===== config.mk =====
export PLATFORM = sky130hd
export DESIGN_NAME = encoder_window_speed_meter
export DESIGN_NICKNAME = d
export VERILOG_FILES = /design/src/ewsm_pkg.sv /design/src/ewsm_ser_mul.sv /design/src/ewsm_ser_div.sv /design/src/encoder_window_speed_meter.sv
export SDC_FILE = /design/constraint.sdc
export NUM_CORES = 1
export LEC_CHECK = 0
export BUFFER_PORTS_ARGS = -buffer_cell sky130_fd_sc_hd__buf_2
export CAP_MARGIN = 20
export CORE_ASPECT_RATIO = 1.4
export CORE_MARGIN = 4
export CORE_UTILIZATION = 35
export CTS_BUF_LIST = sky130_fd_sc_hd__clkbuf_8
export CTS_CLUSTER_SIZE = 25
export DETAILED_ROUTE_END_ITERATION = 8
export HOLD_SLACK_MARGIN = 0.08
export RECOVER_POWER = 50
export SLEW_MARGIN = 25
export SYNTH_ARGS = -nofsm -noshare
export SYNTH_HDL_FRONTEND = slang
export SYNTH_SLANG_ARGS = --single-unit

===== constraint.sdc =====
create_clock -name clk -period 8.9 [get_ports clk]
set_input_delay 1.335 -clock clk [delete_from_list [all_inputs] [get_ports clk]]
set_output_delay 1.335 -clock clk [all_outputs]
set_load 0.01 [all_outputs]

===== src/ewsm_pkg.sv =====
package ewsm_pkg;

  // Input command codes
  localparam logic CMD_EDGE = 1'b0;
  localparam logic CMD_TICK = 1'b1;

  // Reported direction codes
  localparam logic [1:0] DIR_STOPPED = 2'd0;
  localparam logic [1:0] DIR_FORWARD = 2'd1;
  localparam logic [1:0] DIR_REVERSE = 2'd2;

  // Configuration register indexes
  localparam logic [1:0] REG_WINDOW_TICKS = 2'd0;
  localparam logic [1:0] REG_RPM_SCALE    = 2'd1;
  localparam logic [1:0] REG_MAX_RPM      = 2'd2;

  // Register and field widths
  localparam int TICK_BITS    = 16;
  localparam int SCALE_BITS   = 32;
  localparam int MAX_RPM_BITS = 14;
  localparam int RPM_BITS     = 22;
  localparam int SPEED_BITS   = 17;
  localparam int TOTAL_BITS   = 32;
  localparam int CFG_BITS     = 32;

  // Accepted window rpm in Q.16 never exceeds the glitch limit, which fits 30 bits
  localparam int RATE_BITS = 30;
  localparam logic [RATE_BITS-1:0] GLITCH_RPM_Q16 = 30'd983040000;

  // Quotient bits below the clamp at 1.0
  localparam int QUOT_BITS = 16;
  localparam logic [SPEED_BITS-1:0] SPEED_ONE = 17'h10000;

  // Fraction bits dropped from Q.16 to Q.8
  localparam int RPM_SHIFT = 8;

  // Reset values of the configuration registers
  localparam logic [TICK_BITS-1:0]    WINDOW_TICKS_RESET = 16'd10;
  localparam logic [SCALE_BITS-1:0]   RPM_SCALE_RESET    = 32'd65536;
  localparam logic [MAX_RPM_BITS-1:0] MAX_RPM_RESET      = 14'd1000;

endpackage


===== src/ewsm_ser_mul.sv =====
// Shift-add multiplier: one multiplier bit per cycle, LSB first.
module ewsm_ser_mul #(
  parameter int AW = 16,
  parameter int BW = 32
) (
  input  logic            clk,
  input  logic            rst,
  input  logic            start,
  input  logic [AW-1:0]   a,
  input  logic [BW-1:0]   b,
  output logic            busy,
  output logic [AW+BW-1:0] product
);

  localparam int CW = $clog2(AW + 1);

  logic [BW-1:0] hi;
  logic [AW-1:0] lo;
  logic [BW-1:0] mcand;
  logic [CW-1:0] cnt;
  logic [BW:0]   sum;

  // Add the multiplicand when the current multiplier bit is set
  assign sum = {1'b0, hi} + (lo[0] ? {1'b0, mcand} : {(BW+1){1'b0}});
  assign product = {hi, lo};

  // Sequence the steps
  always_ff @(posedge clk) begin
    if (rst) begin
      busy <= 1'b0;
      cnt  <= '0;
    end else if (start) begin
      busy <= 1'b1;
      cnt  <= CW'(AW);
    end else if (busy) begin
      cnt <= cnt - 1'b1;
      if (cnt == CW'(1)) begin
        busy <= 1'b0;
      end
    end
  end

  // Shift the partial product right by one bit each step
  always_ff @(posedge clk) begin
    if (start) begin
      hi    <= '0;
      lo    <= a;
      mcand <= b;
    end else if (busy) begin
      {hi, lo} <= {sum, lo[AW-1:1]};
    end
  end

endmodule


===== src/ewsm_ser_div.sv =====
// Restoring divider: one quotient bit per cycle, MSB first.
// The caller guarantees the quotient fits QUOT_BITS.
module ewsm_ser_div
  import ewsm_pkg::*;
(
  input  logic                    clk,
  input  logic                    rst,
  input  logic                    start,
  input  logic [RATE_BITS-1:0]    dividend,
  input  logic [MAX_RPM_BITS-1:0] divisor,
  output logic                    busy,
  output logic [QUOT_BITS-1:0]    quotient
);

  localparam int CW = $clog2(QUOT_BITS + 1);
  localparam int PAD = RATE_BITS - MAX_RPM_BITS - (QUOT_BITS - 1);

  logic [RATE_BITS-1:0] rem;
  logic [RATE_BITS-1:0] dsh;
  logic [CW-1:0]        cnt;
  logic                 ge;

  assign ge = (rem >= dsh);

  // Sequence the steps
  always_ff @(posedge clk) begin
    if (rst) begin
      busy <= 1'b0;
      cnt  <= '0;
    end else if (start) begin
      busy <= 1'b1;
      cnt  <= CW'(QUOT_BITS);
    end else if (busy) begin
      cnt <= cnt - 1'b1;
      if (cnt == CW'(1)) begin
        busy <= 1'b0;
      end
    end
  end

  // Subtract the aligned divisor where it fits, then shift it down
  always_ff @(posedge clk) begin
    if (start) begin
      rem      <= dividend;
      dsh      <= {{PAD{1'b0}}, divisor, {(QUOT_BITS-1){1'b0}}};
      quotient <= '0;
    end else if (busy) begin
      if (ge) begin
        rem <= rem - dsh;
      end
      dsh      <= dsh >> 1;
      quotient <= {quotient[QUOT_BITS-2:0], ge};
    end
  end

endmodule


===== src/encoder_window_speed_meter.sv =====
// Encoder window speed meter for one motor channel. Each input item is an
// A-phase edge (command 0, carrying the B level: high means forward) or an
// update tick (command 1), and each item yields one result item. Edges and
// ticks that do not close a window post their result straight from idle. A
// tick that closes the window runs a bit-serial multiply of count by
// rpm_scale and, alongside it, the reject fallback multiply of the 17-bit
// held speed; once both are done, a serial division by max_rpm yields the 16
// quotient bits below the 1.0 clamp. A rejected window, a zero max_rpm or a
// clamped speed skips the division. Results sit in an output register; a new
// item is taken once the block is idle and that register is free or being
// drained. Write configuration only while the block is idle.
module encoder_window_speed_meter
  import ewsm_pkg::*;
#(
  parameter int PULSE_COUNT_BITS = 16
) (
  input  logic                    clk,
  input  logic                    rst,
  input  logic                    in_valid,
  output logic                    in_ready,
  input  logic                    command,
  input  logic                    phase_b_level,
  output logic                    out_valid,
  input  logic                    out_ready,
  output logic                    window_done,
  output logic                    glitch_rejected,
  output logic [RPM_BITS-1:0]     rpm_q8,
  output logic [SPEED_BITS-1:0]   speed_q16,
  output logic [1:0]              direction,
  output logic [TOTAL_BITS-1:0]   total_pulses,
  input  logic                    cfg_we,
  input  logic [1:0]              cfg_index,
  input  logic [CFG_BITS-1:0]     cfg_data
);

  localparam int PW = PULSE_COUNT_BITS + SCALE_BITS;
  localparam int SPW = SPEED_BITS + MAX_RPM_BITS;
  localparam logic [PW-1:0] GLITCH_LIMIT = PW'(GLITCH_RPM_Q16);

  localparam logic [1:0] S_IDLE = 2'd0;
  localparam logic [1:0] S_MUL  = 2'd1;
  localparam logic [1:0] S_DIV  = 2'd2;

  logic [1:0] state;

  logic [TICK_BITS-1:0]    window_ticks;
  logic [SCALE_BITS-1:0]   rpm_scale;
  logic [MAX_RPM_BITS-1:0] max_rpm;

  logic [PULSE_COUNT_BITS-1:0] window_pulses;
  logic [TOTAL_BITS-1:0]       pulse_total;
  logic [1:0]                  edge_direction;
  logic [1:0]                  reported_direction;
  logic [SPEED_BITS-1:0]       speed_value;
  logic [RPM_BITS-1:0]         rpm_value;
  logic [TICK_BITS-1:0]        tick_count;

  logic                 in_fire;
  logic [TICK_BITS:0]   tick_next;
  logic                 closes;
  logic                 mul_start;
  logic                 rate_busy;
  logic                 rej_busy;
  logic                 div_busy;
  logic                 div_start;
  logic [PW-1:0]        rate_prod;
  logic [SPW-1:0]       rej_prod;
  logic [QUOT_BITS-1:0] quot;
  logic [RATE_BITS-1:0] rate_q16;
  logic                 glitch;
  logic                 clamp;

  assign in_ready  = (state == S_IDLE) && (!out_valid || out_ready);
  assign in_fire   = in_valid && in_ready;
  assign tick_next = {1'b0, tick_count} + 1'b1;
  assign closes    = (command == CMD_TICK) && (tick_next >= {1'b0, window_ticks});
  assign mul_start = in_fire && closes;

  assign rate_q16 = rate_prod[RATE_BITS-1:0];
  assign glitch   = (rate_prod > GLITCH_LIMIT);
  assign clamp    = (rate_q16 >= {max_rpm, {QUOT_BITS{1'b0}}});
  assign div_start = (state == S_MUL) && !rate_busy && !rej_busy && !glitch
                     && (max_rpm != '0) && !clamp;

  assign rpm_q8       = rpm_value;
  assign speed_q16    = speed_value;
  assign direction    = reported_direction;
  assign total_pulses = pulse_total;

  // Window rpm in Q.16: count times rpm per pulse
  ewsm_ser_mul #(
    .AW(PULSE_COUNT_BITS),
    .BW(SCALE_BITS)
  ) u_rate_mul (
    .clk(clk),
    .rst(rst),
    .start(mul_start),
    .a(window_pulses),
    .b(rpm_scale),
    .busy(rate_busy),
    .product(rate_prod)
  );

  // Fallback rpm for a rejected window: kept speed times full scale
  ewsm_ser_mul #(
    .AW(SPEED_BITS),
    .BW(MAX_RPM_BITS)
  ) u_rej_mul (
    .clk(clk),
    .rst(rst),
    .start(mul_start),
    .a(speed_value),
    .b(max_rpm),
    .busy(rej_busy),
    .product(rej_prod)
  );

  // Normalize the window rpm to full scale
  ewsm_ser_div u_speed_div (
    .clk(clk),
    .rst(rst),
    .start(div_start),
    .dividend(rate_q16),
    .divisor(max_rpm),
    .busy(div_busy),
    .quotient(quot)
  );

  // Take configuration writes
  always_ff @(posedge clk) begin
    if (rst) begin
      window_ticks <= WINDOW_TICKS_RESET;
      rpm_scale    <= RPM_SCALE_RESET;
      max_rpm      <= MAX_RPM_RESET;
    end else if (cfg_we) begin
      case (cfg_index)
        REG_WINDOW_TICKS: window_ticks <= cfg_data[TICK_BITS-1:0];
        REG_RPM_SCALE:    rpm_scale    <= cfg_data[SCALE_BITS-1:0];
        REG_MAX_RPM:      max_rpm      <= cfg_data[MAX_RPM_BITS-1:0];
        default:          ;
      endcase
    end
  end

  // Count edges and ticks, close windows, and post results
  always_ff @(posedge clk) begin
    if (rst) begin
      state              <= S_IDLE;
      out_valid          <= 1'b0;
      window_done        <= 1'b0;
      glitch_rejected    <= 1'b0;
      window_pulses      <= '0;
      pulse_total        <= '0;
      edge_direction     <= DIR_STOPPED;
      reported_direction <= DIR_STOPPED;
      speed_value        <= '0;
      rpm_value          <= '0;
      tick_count         <= '0;
    end else begin
      if (out_valid && out_ready) begin
        out_valid <= 1'b0;
      end
      case (state)
        S_IDLE: begin
          if (in_fire) begin
            window_done     <= 1'b0;
            glitch_rejected <= 1'b0;
            if (command == CMD_EDGE) begin
              if (window_pulses != {PULSE_COUNT_BITS{1'b1}}) begin
                window_pulses <= window_pulses + 1'b1;
              end
              pulse_total    <= pulse_total + 1'b1;
              edge_direction <= phase_b_level ? DIR_FORWARD : DIR_REVERSE;
              out_valid      <= 1'b1;
            end else if (!closes) begin
              tick_count <= tick_next[TICK_BITS-1:0];
              out_valid  <= 1'b1;
            end else begin
              tick_count    <= '0;
              window_pulses <= '0;
              state         <= S_MUL;
            end
          end
        end
        S_MUL: begin
          if (!rate_busy && !rej_busy) begin
            if (glitch) begin
              // Reject: keep speed and direction, rebuild rpm
              rpm_value       <= rej_prod[RPM_SHIFT +: RPM_BITS];
              glitch_rejected <= 1'b1;
              window_done     <= 1'b1;
              out_valid       <= 1'b1;
              state           <= S_IDLE;
            end else begin
              rpm_value          <= rate_q16[RPM_SHIFT +: RPM_BITS];
              reported_direction <= edge_direction;
              if (max_rpm == '0) begin
                speed_value <= (rate_q16 != '0) ? SPEED_ONE : '0;
                window_done <= 1'b1;
                out_valid   <= 1'b1;
                state       <= S_IDLE;
              end else if (clamp) begin
                speed_value <= SPEED_ONE;
                window_done <= 1'b1;
                out_valid   <= 1'b1;
                state       <= S_IDLE;
              end else begin
                state <= S_DIV;
              end
            end
          end
        end
        S_DIV: begin
          if (!div_busy) begin
            speed_value <= {1'b0, quot};
            window_done <= 1'b1;
            out_valid   <= 1'b1;
            state       <= S_IDLE;
          end
        end
        default: begin
          state <= S_IDLE;
        end
      endcase
    end
  end

endmodule


# Yosys cells after proc, flatten, opt, wreduce, memory -nomap -nowiden
# Index checks and enable logic that the tools add are counted.
# word_totals
reg_bits	392
in_bits	41
out_inout_bits	77
# classes
add_sub_neg	9
order_cmp	4
n_eq_ne	18
mux	68
bitwise	2
n_reduce_logical	45
# ops
cell	count
$mux 17	8
$mux 16	6
$mux 30	3
$mux 29	2
$gt 48x30->1 const B	1
$pmux 17 s2	1
$add 32x33->33	1
$add 32x1->32 const B	1
$mux 32	1
$ge 30x29->1	1
$ge 30x30->1	1
$mux 5	6
$reduce_bool 30->1	1
$sub 30x29->30	1
$mux 1	26
$mux 22	1
$mux 2	9
$add 16x1->17 const B	1
$ge 17x16->1	1
$add 16x1->16 const B	1
$ne 16x16->1 const B	1
$add 14x15->15	1
$eq 5x1->1 const B	3
$reduce_and 5->1	3
24 further kinds	65

# Depth between registers and ports, before layout
# depth
depth_word	8
mapped_depth	19

# Modules after synthesis
# Synthesis repeated with hierarchy kept, for this count alone.
# hier_totals
hier_cells	2349
area_unflattened_um2	21122.8
# by_module_without_submodules
mod	n_inst	cells_per_inst	area_per_inst_um2	seq_area_each_um2
encoder_window_speed_meter	1	1029	8363.0	3483.3
ewsm_ser_mul at u_rate_mul	1	515	5099.9	2202.1
ewsm_ser_div	1	560	4938.5	2062.0
ewsm_ser_mul at u_rej_mul	1	245	2721.4	1331.3

# Worst setup path before layout
# No wires, ideal clock.
# synth_path
path_type	register to register
startpoint	register u_speed_div.rem[0]
endpoint	register u_speed_div.rem[0], enable pin
arrival_ns	3.436
slack_ns	5.043
stages_incl_launch_ff	13
period_less_slack_ns	3.857
cell_sequence	edfxtp_1 > inv_1 > ha_1 > fa_1 > nor2b_1 > o21ai_0 > a21oi_1 > o31ai_1 > a31oi_1 > a211oi_1 > nor3_1 > nor2_1 > o21ai_1
# synth_via
elab_chain_len	3
# synth_lines
element	line_no	rtl
start, declared	ewsm_ser_div.sv:18	logic [RATE_BITS-1:0] rem;
start signal, assigned	ewsm_ser_div.sv:44	rem <= dividend;
start signal, assigned	ewsm_ser_div.sv:49	rem <= rem - dsh;
$ge 30x29->1	ewsm_ser_div.sv:23	assign ge = (rem >= dsh);
$reduce_bool 2->1 (no line)	-	
$reduce_and 2->1 (no line)	-	
# Every way passes these cells.
# A chain may end at the register's enable or synchronous reset.

# Final worst setup path
# layout_path
startpoint	register u_rate_mul.lo[12]
endpoint	register u_speed_div.dsh[19], enable pin
# layout_via
elab_chain_len	6
word_cells_on_any_way	8
# layout_lines
element	line_no	rtl
start, declared	ewsm_ser_mul.sv:18	logic [AW-1:0] lo;
start signal, assigned	ewsm_ser_mul.sv:50	{hi, lo} <= {sum, lo[AW-1:1]};
$gt 48x30->1	encoder_window_speed_meter.sv:80	assign glitch = (rate_prod > GLITCH_LIMIT);
$logic_not 1->1	encoder_window_speed_meter.sv:82	assign div_start = (state == S_MUL) && !rate_busy && !rej_busy && !glitch
$logic_and 1x1->1	encoder_window_speed_meter.sv:82	
$logic_and 1x1->1	encoder_window_speed_meter.sv:83	&& (max_rpm != '0) && !clamp;
$logic_and 1x1->1 *	encoder_window_speed_meter.sv:83	
$reduce_bool 2->1 (no line) *	-	
end signal, assigned	ewsm_ser_div.sv:45	dsh <= {{PAD{1'b0}}, divisor, {(QUOT_BITS-1){1'b0}}};
end signal, assigned	ewsm_ser_div.sv:51	dsh <= dsh >> 1;
end, declared	ewsm_ser_div.sv:19	logic [RATE_BITS-1:0] dsh;
# Mark *: on every way between the ends. The rest lies on a longest branch, timed or not.

==> summary.txt <==
Global routing
  • Overall routing resource usage: 16.9%
  • Initial antenna violation count: 3
  • Total congestion overflow: 0
  • Largest net degree at the start of global routing: approximately 110
  • First-pass GRT wire length: approximately 86000 um
  • Number of global-route vias before repair: 16200

STA
  • Tcrit/Tclk final: approximately 72%
  • RSZ-0062 raised after global routing: false
  • Slew margin rel.: -90.6%
  • Hold WS: roughly 0.42 ns
  • Final slew viol count: 233
  • Setup tns final: 0 ns
  • Final Critical Period: about 6.4 ns
  • Tightest Pin Transition: about 2.9 ns
  • Final setup fails: 0
  • Post-route setup slack: 2.52 ns
  • Final hold vios: 0
  • Clk_skew: between 0.02 and 0.025 ns
  • Fmax: 157 MHz

Synth
  • Most area-hungry cell type in the Yosys netlist: dfxtp_1
  • Main flop type after synthesis: dfxtp_1
  • Syn avg cell area: about 9 um2
  • Async SR Flop Fraction: 0%
  • Synth Register Bits: 392
  • Mapped cell area: 20400 um2
  • Yosys top cell area share: 26.4%
  • Yosys warns: 0
  • Cells after Synth: 2275
  • Register area share after synthesis: 44.6%
  • Synth cell types: 83
  • Top post-synthesis cells by area: dfxtp_1 (26%), edfxtp_1 (18%), ha_1 (7.2%), nand2_1 (6.9%), a21oi_1 (4.1%)
  • Number of synthesized flops with an enable pin: between 100 and 150
  • Synth Net Count: 2437

Worst setup path
  • CP Max Fanout: 58
  • Peak per-stage delay on the critical path: 2.02 ns
  • CP cell instances: nor4_1 -> nand4_1 -> nor3_1 -> o31ai_4 -> inv_1 -> and2_0 -> and3_2 -> clkbuf_1 -> or2_1
  • WP data arrival: roughly 6.7 ns
  • CP max stage cell: clkbuf_1
  • Critical Path RT: a little over 9 ns
  • Reg2Reg Depth: 9
  • Crit Path Class: flip-flop to flip-flop
  • Crit. End Element: flip-flop
  • Critical Path Source Type: flip-flop

Layout
  • Final core utilization: 39.6%
  • Non-Filler Instances: approximately 3200
  • Fin nets: roughly 2500
  • Area Overhead vs Synth: 11.9%
  • Fillcell total: 5813
  • Finished Cell Area: 22800 um2
  • Commonest non-fill, non-tap cell in the layout: nand2_1
  • Most frequent cells in the layout: nand2_1 (374), dfxtp_1 (267), nor2_1 (221)
  • Share of cells above drive strength 1: 7.53%

Power and ir drop
  • Internal: 3.28 mW
  • Pwr/cell area: roughly 210 nW/um2
  • Total power: 4.73 mW
  • Seq pwr share: 45.8%
  • Switching share of power: 30.6%
  • Switching power: 1.45 mW
  • Peak VDD IR: 0.128 mV
  • Comb pwr share: 19.2%
  • Clock power frac: 35.1%
  • Leak Pwr: roughly 8.8 nW

Placement
  • Placed Instances: 3043
  • Buffers on Ports: 117
  • DP Worst Slack: approximately 3.4 ns
  • Detailed Place HPWL: 39200 um
  • Final GP Congestion: 0.862
  • Dpl cell area: 21600 um2

Routing
  • DR vias/cell: 5.17
  • Wire length per cell: 17.2 um
  • Detail Route Antenna Nets: 0
  • Total wire length: 54300 um
  • 1st-pass router iterations: 7
  • Initial DRC count: 749
  • DR DRC count: 0
  • DR vias: between 15000 and 20000

Die
  • Boundary Pins: 118
  • Placement Rows: 104
  • Initial core utilization: 35.3%
  • Die Ht: 293 um
  • Total core area: about 58000 um2
  • Die area: 62200 um2
  • Die width: 212 um

Clock tree
  • Clock latency on the worst-skew pair: 0.64 ns
  • Clock-pin slew on the worst setup and hold paths: 0.07 ns
  • CTS tree: done
  • Clk buf depth: 3
  • CTS H-tree lvls: 2
  • Clock sinks: 392
  • Post-CTS Hold Fix Bufs: 0
  • CTS root buf: clkbuf_8
  • Num CTS Buffers: 61
  • # resized after CTS: 0
  • Setup Buffers After CTS: 0

Min path
  • WHS Path Cells: 0
  • Hold/Removal Path Class: flip-flop to flip-flop

Run status
  • Failing checks: max-capacitance violations, max-slew violations
  • Status: finished with violations

Job
  • Total of max-cap violations: 5
-- cell type report --
| class | count | area (um2) | share of cell area [%] |
|---|---|---|---|
| multi-input cells | 1673 | 10500 | 45.8 |
| well taps | 742 | 928 | 4.07 |
| repair buffers | 133 | 597 | 2.62 |
| inverters | 103 | 389 | 1.71 |
| clock buffers | 72 | 991 | 4.35 |
| diodes | 3 | 7.51 | 0.0329 |
| clock inverters | 44 | 355 | 1.56 |
| flip-flops and latches | 392 | 9080 | 39.8 |
-- synthesized netlist by cell type, types with 43 or more instances --
cell	count
edfxtp_1	123
dfxtp_1	269
ha_1	118
nand3_1	72
nor2_1	220
and2_1	56
clkbuf_1	75
a21oi_1	168
a21o_1	46
nand2_1	374
mux2i_1	65
xnor2_1	67
inv_1	101
xor2_1	67
o21ai_0	43
-- power by group through the flow --
stage / Sequential, mW / Clock [mW] / Combinational (mW)
after floorplan: 2.10 / 0 / 0.722
after global placement: 2.20 / 0 / 0.883
after detailed placement: 2.20 / 0 / 0.909
after CTS: 2.16 / 1.71 / 0.912
after global routing: 2.18 / 1.78 / 1.03
final: 2.17 / 1.66 / 0.906
-- sequential cells by signal (all words and copies together) (netlist names), 17 cells and up --
name and cells:
rpm_scale 32, total_pulses 32, u_rate_mul.hi 32, speed_q16 17
u_speed_div.dsh 29, rpm_q8 22, u_speed_div.rem 30, u_rej_mul.lo 17
u_rate_mul.mcand 32
-- layer usage --
layer | wire, um | up-vias | global-route usage (%)
li1 | - | 8083 | -
met1 | 22100 | 7792 | 19.4
met2 | 27900 | 342 | 31.2
met3 | 2050 | 128 | 2.45
met4 | 2230 | 0 | 6.93
met5 | 0 | - | 0
-- worst max-delay path, delay by kind of cell (launching register included) --
| family | cells | cell delay (ns) |
|---|---|---|
| buf+inv | 2 | 2.79 |
| simple gates | 6 | 2.55 |
| flops | 1 | 0.50 |
| compound gates | 1 | 0.11 |
-- worst paths after layout --
check / slack [ns] / start / to
max reg2reg: 2.52 / u_rate_mul.lo[12] / u_speed_div.dsh[19]
min: 0.42 / rpm_scale[6] / u_rate_mul.mcand[6]
min reg2reg: 0.42 / rpm_scale[6] / u_rate_mul.mcand[6]
max: 2.52 / u_rate_mul.lo[12] / u_speed_div.dsh[19]
-- cell families (layout without fill, tap and decap cells) --
family                     Yosys count  count (layout)  synth area share (%)
and+or+nand+nor                    911             911                  20.8
AOI/OAI and AO/OA                  438             438                  13.8
DFF                                392             392                  44.6
buffers and inverters              210             352                  4.15
xor gates and xnor gates           134             134                  5.76
adders and majority gates          121             121                  7.54
muxes                               69              69                  3.41
other                                0               3                     0
Power figures use the tool's default switching activity.
